--- config.mk ---
export PLATFORM = sky130hd
export DESIGN_NAME = pixel_count_to_dimensions
export DESIGN_NICKNAME = d
export VERILOG_FILES = /design/src/hdl/pcd_pkg.sv /design/src/hdl/pcd_front.sv /design/src/hdl/pcd_queue.sv /design/src/hdl/pcd_sqrt.sv /design/src/hdl/pixel_count_to_dimensions.sv
export SDC_FILE = /design/constraint.sdc
export NUM_CORES = 1
export LEC_CHECK = 0
export BUFFER_PORTS_ARGS = -buffer_cell sky130_fd_sc_hd__buf_2
export CAP_MARGIN = 25
export CORE_MARGIN = 2
export CORE_UTILIZATION = 30
export CTS_CLUSTER_DIAMETER = 200
export CTS_CLUSTER_SIZE = 28
export DETAILED_ROUTE_END_ITERATION = 7
export GPL_TIMING_DRIVEN = 0
export SLEW_MARGIN = 25
export SYNTH_ARGS = -nofsm -noshare
export SYNTH_HDL_FRONTEND = slang
export SYNTH_SLANG_ARGS = --single-unit
--- constraint.sdc ---
create_clock -name i_clk -period 5.5 [get_ports i_clk]
set_clock_uncertainty 0.2 [all_clocks]
set_input_delay 1.1 -clock i_clk [delete_from_list [all_inputs] [get_ports i_clk]]
set_output_delay 1.1 -clock i_clk [all_outputs]
set_load 0.05 [all_outputs]
--- src/hdl/pcd_pkg.sv ---
package pcd_pkg;

    localparam int DIM_BITS     = 16;
    localparam int AREA_BITS    = 32;
    localparam int SIZE_ENTRIES = 25;
    localparam int QUEUE_DEPTH  = 2;

    localparam logic [DIM_BITS-1:0] SIZE_W [SIZE_ENTRIES] = '{
        16'd160,  16'd192,  16'd320,  16'd320,  16'd384,
        16'd640,  16'd640,  16'd640,  16'd640,  16'd640,
        16'd720,  16'd720,  16'd768,  16'd1024, 16'd1152,
        16'd1280, 16'd1280, 16'd1440, 16'd1536, 16'd1600,
        16'd1600, 16'd3072, 16'd3200, 16'd3400, 16'd4700
    };

    localparam logic [DIM_BITS-1:0] SIZE_H [SIZE_ENTRIES] = '{
        16'd120,  16'd128,  16'd200,  16'd240,  16'd256,
        16'd512,  16'd400,  16'd480,  16'd485,  16'd486,
        16'd485,  16'd486,  16'd512,  16'd768,  16'd900,
        16'd960,  16'd1024, 16'd972,  16'd1024, 16'd1200,
        16'd1280, 16'd2048, 16'd4000, 16'd4400, 16'd3300
    };

    // classification handed from front to back
    typedef struct packed {
        logic                nz;   // count is nonzero
        logic                hit;  // size table matched
        logic [DIM_BITS-1:0] w;
        logic [DIM_BITS-1:0] h;
    } t_class;

    // pixel area of a table entry; only called with constant indexes
    function automatic logic [AREA_BITS-1:0] size_area(input int idx);
        logic [AREA_BITS-1:0] a;
        logic [AREA_BITS-1:0] b;
        a = AREA_BITS'(SIZE_W[idx]);
        b = AREA_BITS'(SIZE_H[idx]);
        return a * b;
    endfunction

endpackage

--- src/hdl/pcd_front.sv ---
module pcd_front #(
    parameter int COUNT_BITS = 32
) (
    input  logic                  i_clk,
    input  logic                  i_rst_n,
    input  logic                  i_start,
    input  logic [COUNT_BITS-1:0] i_count,
    input  logic                  i_q_full,
    output logic                  o_busy,
    output logic                  o_push,
    output logic [COUNT_BITS-1:0] o_count,
    output pcd_pkg::t_class       o_cls
);

    localparam int CMP_BITS = (COUNT_BITS > pcd_pkg::AREA_BITS) ? COUNT_BITS
                                                                : pcd_pkg::AREA_BITS;

    logic                  r_valid;
    logic                  n_valid;
    logic [COUNT_BITS-1:0] r_count;
    pcd_pkg::t_class       r_cls;
    pcd_pkg::t_class       n_cls;
    logic [CMP_BITS-1:0]   w_cmp;
    logic                  w_ready;
    logic                  w_accept;

    assign w_ready  = !r_valid || !i_q_full;
    assign w_accept = i_start && w_ready;
    assign o_busy   = !w_ready;
    assign o_push   = r_valid && !i_q_full;
    assign o_count  = r_count;
    assign o_cls    = r_cls;

    assign w_cmp = CMP_BITS'(i_count);

    // scan from the back so the first matching entry wins
    always_comb begin
        n_cls.nz  = (i_count != '0);
        n_cls.hit = 1'b0;
        n_cls.w   = '0;
        n_cls.h   = '0;
        for (int i = pcd_pkg::SIZE_ENTRIES - 1; i >= 0; i--) begin
            if (w_cmp == CMP_BITS'(pcd_pkg::size_area(i))) begin
                n_cls.hit = 1'b1;
                n_cls.w   = pcd_pkg::SIZE_W[i];
                n_cls.h   = pcd_pkg::SIZE_H[i];
            end
        end
    end

    always_comb begin
        n_valid = r_valid;
        if (w_accept) begin
            n_valid = 1'b1;
        end else if (o_push) begin
            n_valid = 1'b0;
        end
    end

    always_ff @(posedge i_clk) begin
        if (!i_rst_n) begin
            r_valid <= 1'b0;
        end else begin
            r_valid <= n_valid;
        end
    end

    always_ff @(posedge i_clk) begin
        if (w_accept) begin
            r_count <= i_count;
            r_cls   <= n_cls;
        end
    end

endmodule

--- src/hdl/pcd_queue.sv ---
module pcd_queue #(
    parameter int COUNT_BITS = 32
) (
    input  logic                  i_clk,
    input  logic                  i_rst_n,
    input  logic                  i_push,
    input  logic [COUNT_BITS-1:0] i_count,
    input  pcd_pkg::t_class       i_cls,
    input  logic                  i_pop,
    output logic                  o_full,
    output logic                  o_valid,
    output logic [COUNT_BITS-1:0] o_count,
    output pcd_pkg::t_class       o_cls
);

    localparam int PTR_BITS = $clog2(pcd_pkg::QUEUE_DEPTH);
    localparam int CNT_BITS = $clog2(pcd_pkg::QUEUE_DEPTH + 1);

    logic [COUNT_BITS-1:0] r_count_mem [pcd_pkg::QUEUE_DEPTH];
    pcd_pkg::t_class       r_cls_mem   [pcd_pkg::QUEUE_DEPTH];
    logic [PTR_BITS-1:0]   r_wr_ptr;
    logic [PTR_BITS-1:0]   r_rd_ptr;
    logic [CNT_BITS-1:0]   r_fill;
    logic                  w_do_pop;

    assign o_full   = (r_fill == CNT_BITS'(pcd_pkg::QUEUE_DEPTH));
    assign o_valid  = (r_fill != '0);
    assign w_do_pop = i_pop && o_valid;
    assign o_count  = r_count_mem[r_rd_ptr];
    assign o_cls    = r_cls_mem[r_rd_ptr];

    always_ff @(posedge i_clk) begin
        if (!i_rst_n) begin
            r_wr_ptr <= '0;
            r_rd_ptr <= '0;
            r_fill   <= '0;
        end else begin
            if (i_push) begin
                r_wr_ptr <= (r_wr_ptr == PTR_BITS'(pcd_pkg::QUEUE_DEPTH - 1)) ? '0
                                                                              : r_wr_ptr + 1'b1;
            end
            if (w_do_pop) begin
                r_rd_ptr <= (r_rd_ptr == PTR_BITS'(pcd_pkg::QUEUE_DEPTH - 1)) ? '0
                                                                              : r_rd_ptr + 1'b1;
            end
            if (i_push && !w_do_pop) begin
                r_fill <= r_fill + 1'b1;
            end else if (!i_push && w_do_pop) begin
                r_fill <= r_fill - 1'b1;
            end
        end
    end

    always_ff @(posedge i_clk) begin
        if (i_push) begin
            r_count_mem[r_wr_ptr] <= i_count;
            r_cls_mem[r_wr_ptr]   <= i_cls;
        end
    end

endmodule

--- src/hdl/pcd_sqrt.sv ---
module pcd_sqrt #(
    parameter int COUNT_BITS = 32
) (
    input  logic                            i_clk,
    input  logic                            i_rst_n,
    input  logic                            i_valid,
    input  logic [COUNT_BITS-1:0]           i_count,
    input  pcd_pkg::t_class                 i_cls,
    output logic                            o_valid,
    output logic                            o_found,
    output logic [pcd_pkg::DIM_BITS-1:0]    o_width,
    output logic [pcd_pkg::DIM_BITS-1:0]    o_height
);

    localparam int RB = (COUNT_BITS + 1) / 2;  // root bits, one per stage
    localparam int XB = 2 * RB;
    localparam int DB = pcd_pkg::DIM_BITS;

    logic            r_vld  [RB+1];
    logic [XB-1:0]   r_x    [RB+1];
    logic [RB:0]     r_rem  [RB+1];
    logic [RB-1:0]   r_root [RB+1];
    pcd_pkg::t_class r_cls  [RB+1];

    logic            r_out_valid;
    logic            r_out_found;
    logic [DB-1:0]   r_out_w;
    logic [DB-1:0]   r_out_h;

    logic            w_exact;
    logic            w_fits;
    logic            w_sq_found;
    logic [DB-1:0]   w_root16;

    // stage 0 takes the queue head
    always_ff @(posedge i_clk) begin
        if (!i_rst_n) begin
            r_vld[0] <= 1'b0;
        end else begin
            r_vld[0] <= i_valid;
        end
    end

    always_ff @(posedge i_clk) begin
        r_x[0]    <= XB'(i_count);
        r_rem[0]  <= '0;
        r_root[0] <= '0;
        r_cls[0]  <= i_cls;
    end

    // one root bit per stage: bring down two count bits, trial subtract
    for (genvar k = 0; k < RB; k++) begin : g_stage
        logic [RB+2:0] n_rem_sh;
        logic [RB+2:0] n_trial;
        logic [RB+2:0] n_diff;
        logic          n_take;

        assign n_rem_sh = {r_rem[k], r_x[k][XB-1 -: 2]};
        assign n_trial  = {1'b0, r_root[k], 2'b01};
        assign n_diff   = n_rem_sh - n_trial;
        assign n_take   = (n_rem_sh >= n_trial);

        always_ff @(posedge i_clk) begin
            if (!i_rst_n) begin
                r_vld[k+1] <= 1'b0;
            end else begin
                r_vld[k+1] <= r_vld[k];
            end
        end

        always_ff @(posedge i_clk) begin
            r_x[k+1]    <= {r_x[k][XB-3:0], 2'b00};
            r_rem[k+1]  <= n_take ? n_diff[RB:0] : n_rem_sh[RB:0];
            r_root[k+1] <= {r_root[k][RB-2:0], n_take};
            r_cls[k+1]  <= r_cls[k];
        end
    end

    if (RB > DB) begin : g_wide_root
        assign w_fits   = (r_root[RB][RB-1:DB] == '0);
        assign w_root16 = r_root[RB][DB-1:0];
    end else begin : g_narrow_root
        assign w_fits   = 1'b1;
        assign w_root16 = DB'(r_root[RB]);
    end

    assign w_exact    = (r_rem[RB] == '0);
    assign w_sq_found = r_cls[RB].nz && w_exact && w_fits;

    always_ff @(posedge i_clk) begin
        if (!i_rst_n) begin
            r_out_valid <= 1'b0;
        end else begin
            r_out_valid <= r_vld[RB];
        end
    end

    always_ff @(posedge i_clk) begin
        r_out_found <= r_cls[RB].hit || w_sq_found;
        if (r_cls[RB].hit) begin
            r_out_w <= r_cls[RB].w;
            r_out_h <= r_cls[RB].h;
        end else if (w_sq_found) begin
            r_out_w <= w_root16;
            r_out_h <= w_root16;
        end else begin
            r_out_w <= '0;
            r_out_h <= '0;
        end
    end

    assign o_valid  = r_out_valid;
    assign o_found  = r_out_found;
    assign o_width  = r_out_w;
    assign o_height = r_out_h;

endmodule

--- src/hdl/pixel_count_to_dimensions.sv ---
// Pixel count to image dimensions.
// Input channel: drive i_pixel_count with i_start high; the transfer happens
//   on a rising edge with i_start high and o_busy low. Only the low
//   COUNT_BITS bits of the count are used.
// Output channel: each result shows for one cycle with o_valid high:
//   o_found, o_img_width, o_img_height. Table sizes are checked first, in
//   order; otherwise an exact square root gives a square image. No match,
//   or a zero count, gives o_found low and zero dimensions.
// Throughput: one count per cycle, sustained. The square root is a pipeline
//   with one root bit per stage, so nothing loops back.
// Path: from transfer to strobe the count passes the front register, the
//   queue write, the stage 0 register, one stage per root bit and the
//   output register.
// Reset: i_rst_n, synchronous, active low, empties front, queue and
//   pipeline; o_valid is low and o_busy low right after.
// The receiver cannot stall: the back end advances every cycle, so the
//   queue drains at once and o_busy stays low in normal use.
module pixel_count_to_dimensions #(
    parameter int COUNT_BITS = 32
) (
    input  logic        i_clk,
    input  logic        i_rst_n,
    input  logic        i_start,
    output logic        o_busy,
    input  logic [31:0] i_pixel_count,
    output logic        o_valid,
    output logic        o_found,
    output logic [15:0] o_img_width,
    output logic [15:0] o_img_height
);

    logic [COUNT_BITS-1:0] w_count;       // input count, masked or zero-extended
    logic                  w_push;        // front -> queue transfer
    logic [COUNT_BITS-1:0] w_f_count;
    pcd_pkg::t_class       w_f_cls;
    logic                  w_q_full;
    logic                  w_q_valid;     // queue head present; back always takes it
    logic [COUNT_BITS-1:0] w_q_count;
    pcd_pkg::t_class       w_q_cls;

    // narrow datapath keeps the low bits; a wide one zero-extends
    if (COUNT_BITS <= 32) begin : g_mask
        assign w_count = i_pixel_count[COUNT_BITS-1:0];
    end else begin : g_extend
        assign w_count = COUNT_BITS'(i_pixel_count);
    end

    // front: take the count and match it against the size table
    pcd_front #(
        .COUNT_BITS(COUNT_BITS)
    ) u_front (
        .i_clk    (i_clk),
        .i_rst_n  (i_rst_n),
        .i_start  (i_start),
        .i_count  (w_count),
        .i_q_full (w_q_full),
        .o_busy   (o_busy),
        .o_push   (w_push),
        .o_count  (w_f_count),
        .o_cls    (w_f_cls)
    );

    // short queue between the classifier and the root pipeline
    pcd_queue #(
        .COUNT_BITS(COUNT_BITS)
    ) u_queue (
        .i_clk    (i_clk),
        .i_rst_n  (i_rst_n),
        .i_push   (w_push),
        .i_count  (w_f_count),
        .i_cls    (w_f_cls),
        .i_pop    (w_q_valid),
        .o_full   (w_q_full),
        .o_valid  (w_q_valid),
        .o_count  (w_q_count),
        .o_cls    (w_q_cls)
    );

    // back: pipelined square root and final selection
    pcd_sqrt #(
        .COUNT_BITS(COUNT_BITS)
    ) u_sqrt (
        .i_clk    (i_clk),
        .i_rst_n  (i_rst_n),
        .i_valid  (w_q_valid),
        .i_count  (w_q_count),
        .i_cls    (w_q_cls),
        .o_valid  (o_valid),
        .o_found  (o_found),
        .o_width  (o_img_width),
        .o_height (o_img_height)
    );

endmodule
==> impl_results.md <==
* Initial Util at between 30% and 40%
* Hold buffers post-CTS at 0
* Sequential element share of the synthesized area at between 60 and 70%
* Num CTS Buffers at 53
* Vias per cell at slightly above 4
* Antenna cell count at 0
* Fin crit share at about three fifths
* Remaining global-route overflow at 0
* Commonest non-fill, non-tap cell in the layout: dfxtp_1
* Die span in x at roughly 370 um
* Drt pass-1 iters at 5
* Layout area overhead at 10.4%
* Post-synth net total at 3362
* IR drop worst, VDD at 315 uV
* Outcome: completed
* Synthesized area at about 0.040 mm^2
* Psw at ~6.6 mW
* Hold Path Class: reg2reg
* Initial antenna violation count at 0
* Switch share at between 20% and 30%
* Reg-to-reg endpoint: u_sqrt.r_rem[1][11]
* Pleak at about 19 nW
* CTS-repair resized insts at 0
* Initial DRC Count at ~940
* CP Buf/Inv Count at 2
* Top Usage Layer GRT: met2
* Post-synthesis compound-gate area fraction at 6.47%
* First-pass GRT wire length at between 100 and 150 mm
* Share of cells above drive strength 1 at under 10%
* Clk pwr share at 19.2%
* CTS H-Tree Depth at 2
* Fin crit period at 3.39 ns
* CP Depth at 11
* Mux contribution to synthesized area at under 10%
* Final nets at 3493
* Crit path from: u_sqrt.r_root[15][0]
* M2 GR Usage at roughly 15%
* Yosys reg bits at between 1000 and 1500
* Yosys warnings at 0
* Max Cap Viol at 0
* Clk slew on worst S/H paths at roughly 0.11 ns
* Worst Setup End Kind: register
* Hold-critical path depth at 0
* Yosys cell types at 83
* Die Ht at between 300 and 400 um
* IO Port Bufs at 69
* Number of flops mapped to enable cells by yosys at between 150 and 200
* Drt wl/cell at between 10 and 15 um
* Final setup fails at 0
* Clock sink count at 1312
* Slew at the pin closest to its max-slew limit at about 0.83 ns
* Critical Path End: u_sqrt.r_rem[1][11]
* Leading cell types in the layout, fill and taps excluded: 1141 x dfxtp_1, 201 x nand2_1, 193 x inv_1, 171 x edfxtp_1, 155 x ha_1
* Placer Congestion at 0.844
* Post-synth ARST share at 0%
* Synth Area in Simple Gates at under 10%
* Post-route insts no fill at roughly 5100
* Setup total negative slack at 0 ns
* Cell Chain, Critical Path: inv_1, ha_1, o21a_1, nor4_1, nor3_2, and3_1, o31ai_1, a21oi_1, o22ai_2, buf_6, mux2_2
* Hold slack at 0.110 ns
* Cell family with most CP delay: compound AO/OA/AOI/OAI gates
* Crit path max-delay cell type: o22ai_2
* Largest net degree at the start of global routing at 32
* CP startpoint kind: register
* Final Power at between 20 and 25 mW
* Root Buffer: clkbuf_16
* Slew Limit Fails at 0
* Fin. Hold Viols at 0
* P_int at 16.7 mW
* Worst Path Arrival at between 3 and 4 ns
* Post-CTS Setup Inserts at 0
* Unrepaired setup endpoints after global routing: false
* Die area at ~0.14 mm^2
* Post-synthesis xor/xnor area fraction at 4.10%
* Vias in the first global route at about 21000
* Register-to-register setup slack at ~2.1 ns
* Final WS setup at between 2 and 2.5 ns
* FF/Latch Area at 0.0280 mm^2
* Fmax at roughly 300 MHz
* Rel. slew slack at ~44%
* GR Layer Usage met3 at roughly 1.3%
* Power per cell area at approximately 530 mW/mm^2
* Antenna-violating nets left at 0
* I/O pin count at 70
* Remaining DRCs at 0
* Largest family of logic cells by synthesized area: simple AND/OR/NAND/NOR gates
* Hpwl dp at around 44 mm
* Fillers at approximately 13000
* Multi-input gate area at 0.0113 mm^2
* Worst R2R Path Depth at 11
* Worst-Skew Late Latency at about 0.64 ns
* CTS Buffer Depth at 3
* Most common flop cell mapped by yosys: dfxtp_1
* CTS tree: yes
* CP max FO at 10
* Comb power frac at ~23%
* Mapped Cells at around 3200
* Post-synthesis adder-cell area fraction at 4.83%
* Pre-CTS setup slack at approximately 1.7 ns
* Area of the core at ~0.13 mm^2
* Sequential share of power at a little under 60%
* FF-to-FF Start: u_sqrt.r_root[15][0]
* Post-Syn Area per Cell at 12.7 um^2
* GRT Overall Usage at between 8 and 9%
* Total Wirelength at 61.0 mm
* Grt met1 use at between 10% and 20%
* Worst Setup Path Type: reg2reg
* Vias at around 21000
* Post-Place Cells at ~5000
* CP required at between 5 and 6 ns
* Slowest stage delay, CP at 0.50 ns
* Rows at about 130
==> registers in the layout, indices dropped and copies added, names as in the netlist, named ones only <==
register / cells
u_sqrt.r_cls: 425
u_sqrt.r_x: 272
u_sqrt.r_rem: 254
u_sqrt.r_root: 136
u_queue.r_count_mem: 64
u_queue.r_cls_mem: 50
u_front.o_count: 32
u_front.o_cls: 25
u_sqrt.r_vld: 17
u_sqrt.o_width: 15
u_sqrt.o_height: 14
u_queue.r_fill: 2
u_front.r_valid: 1
u_queue.r_rd_ptr: 1
u_queue.r_wr_ptr: 1
u_sqrt.o_found: 1
u_sqrt.o_valid: 1
==> kinds of logic (layout without fill, tap and decap cells) <==
| kind of cell | after synthesis | in the layout |
|---|---|---|
| AND/OR/NAND/NOR | 761 | 761 |
| other | 1 | 1 |
| AO/OA/AOI/OAI | 414 | 414 |
| adder cells (fa/ha/maj) | 155 | 155 |
| XOR/XNOR | 188 | 188 |
| buffers and inverters | 240 | 387 |
| multiplexers | 101 | 101 |
| flip-flops | 1312 | 1312 |
==> Yosys cell counts, drive strengths merged (4+ instances only) <==
| library cell | number | area, um^2 |
|---|---|---|
| dfxtp | 1141 | 22800 |
| nand2 | 202 | 761 |
| inv | 196 | 736 |
| edfxtp | 171 | 5130 |
| ha | 155 | 1940 |
| nor2 | 154 | 581 |
| a21oi | 128 | 644 |
| o21ai | 114 | 571 |
| xnor2 | 103 | 902 |
| mux2 | 92 | 1040 |
| xor2 | 85 | 744 |
| nor3 | 69 | 360 |
| nor4 | 49 | 359 |
| a21o | 39 | 293 |
| nand2b | 37 | 231 |
| and2 | 34 | 213 |
| nand3 | 33 | 165 |
| nor2b | 33 | 214 |
| nand4 | 32 | 200 |
| o21a | 32 | 240 |
| or3 | 32 | 215 |
| clkbuf | 23 | 86.3 |
| buf | 21 | 128 |
| or2 | 20 | 125 |
| or4 | 16 | 131 |
| o31ai | 15 | 113 |
| a211oi | 14 | 105 |
| a31oi | 13 | 81.3 |
| and3 | 13 | 81.3 |
| nand3b | 10 | 75.1 |
| o21bai | 10 | 75.1 |
| mux2i | 9 | 90.1 |
| nor3b | 9 | 72.6 |
| o211ai | 9 | 67.6 |
| a31o | 6 | 52.6 |
| nand4b | 6 | 52.6 |
| a2111oi | 4 | 67.6 |
| a21boi | 4 | 30.0 |
| nor4b | 4 | 35.0 |
| o211a | 4 | 40.0 |
==> final cells by class <==
class | instances | share of cell area [%]
Buffer | 44 | 0.482
Clock buffer | 67 | 3.11
Clock inverter | 4 | 0.172
Inverter | 196 | 1.66
Multi-Input combinational cell | 1620 | 25.4
Sequential cell | 1312 | 63.0
Tap cell | 1768 | 4.99
Timing Repair Buffer | 76 | 1.11
==> metal layers <==
metal	part of all wire, %	up-vias
met4	2.6	0
met5	0	-
met2	48	315
met3	3.2	103
li1	-	10994
met1	47	9571
==> power groups by stage <==
stage | clock [mW] | combinational [mW] | sequential (mW)
3_5_place_dp | 0 | 5.32 | 13.8
6_report | 4.47 | 5.31 | 13.6
5_1_grt | 5.00 | 5.98 | 13.9
4_1_cts | 4.68 | 5.35 | 13.6
3_3_place_gp | 0 | 5.21 | 13.8
2_1_floorplan | 0 | 4.08 | 13.6
==> worst min path at each step <==
stage | from | to
after floorplan | u_sqrt.r_cls[0][66] | u_sqrt.r_cls[0][100]
final | u_sqrt.r_x[0][28] | u_sqrt.r_x[0][62]
after CTS | u_sqrt.r_x[0][249] | u_sqrt.r_x[0][283]
after global placement | u_sqrt.r_x[0][413] | u_sqrt.r_x[0][447]
after detailed placement | u_sqrt.r_cls[0][66] | u_sqrt.r_cls[0][100]
after global routing | u_sqrt.r_x[0][28] | u_sqrt.r_x[0][62]
==> metrics by stage <==
stage	util (%)	instance area, um^2
2_1_floorplan	-	40200
3_3_place_gp	32.1	42700
3_5_place_dp	32.2	42900
4_1_cts	33.3	44400
5_1_grt	33.3	44400
6_report	33.3	44400
Power figures use the tool's default switching activity.
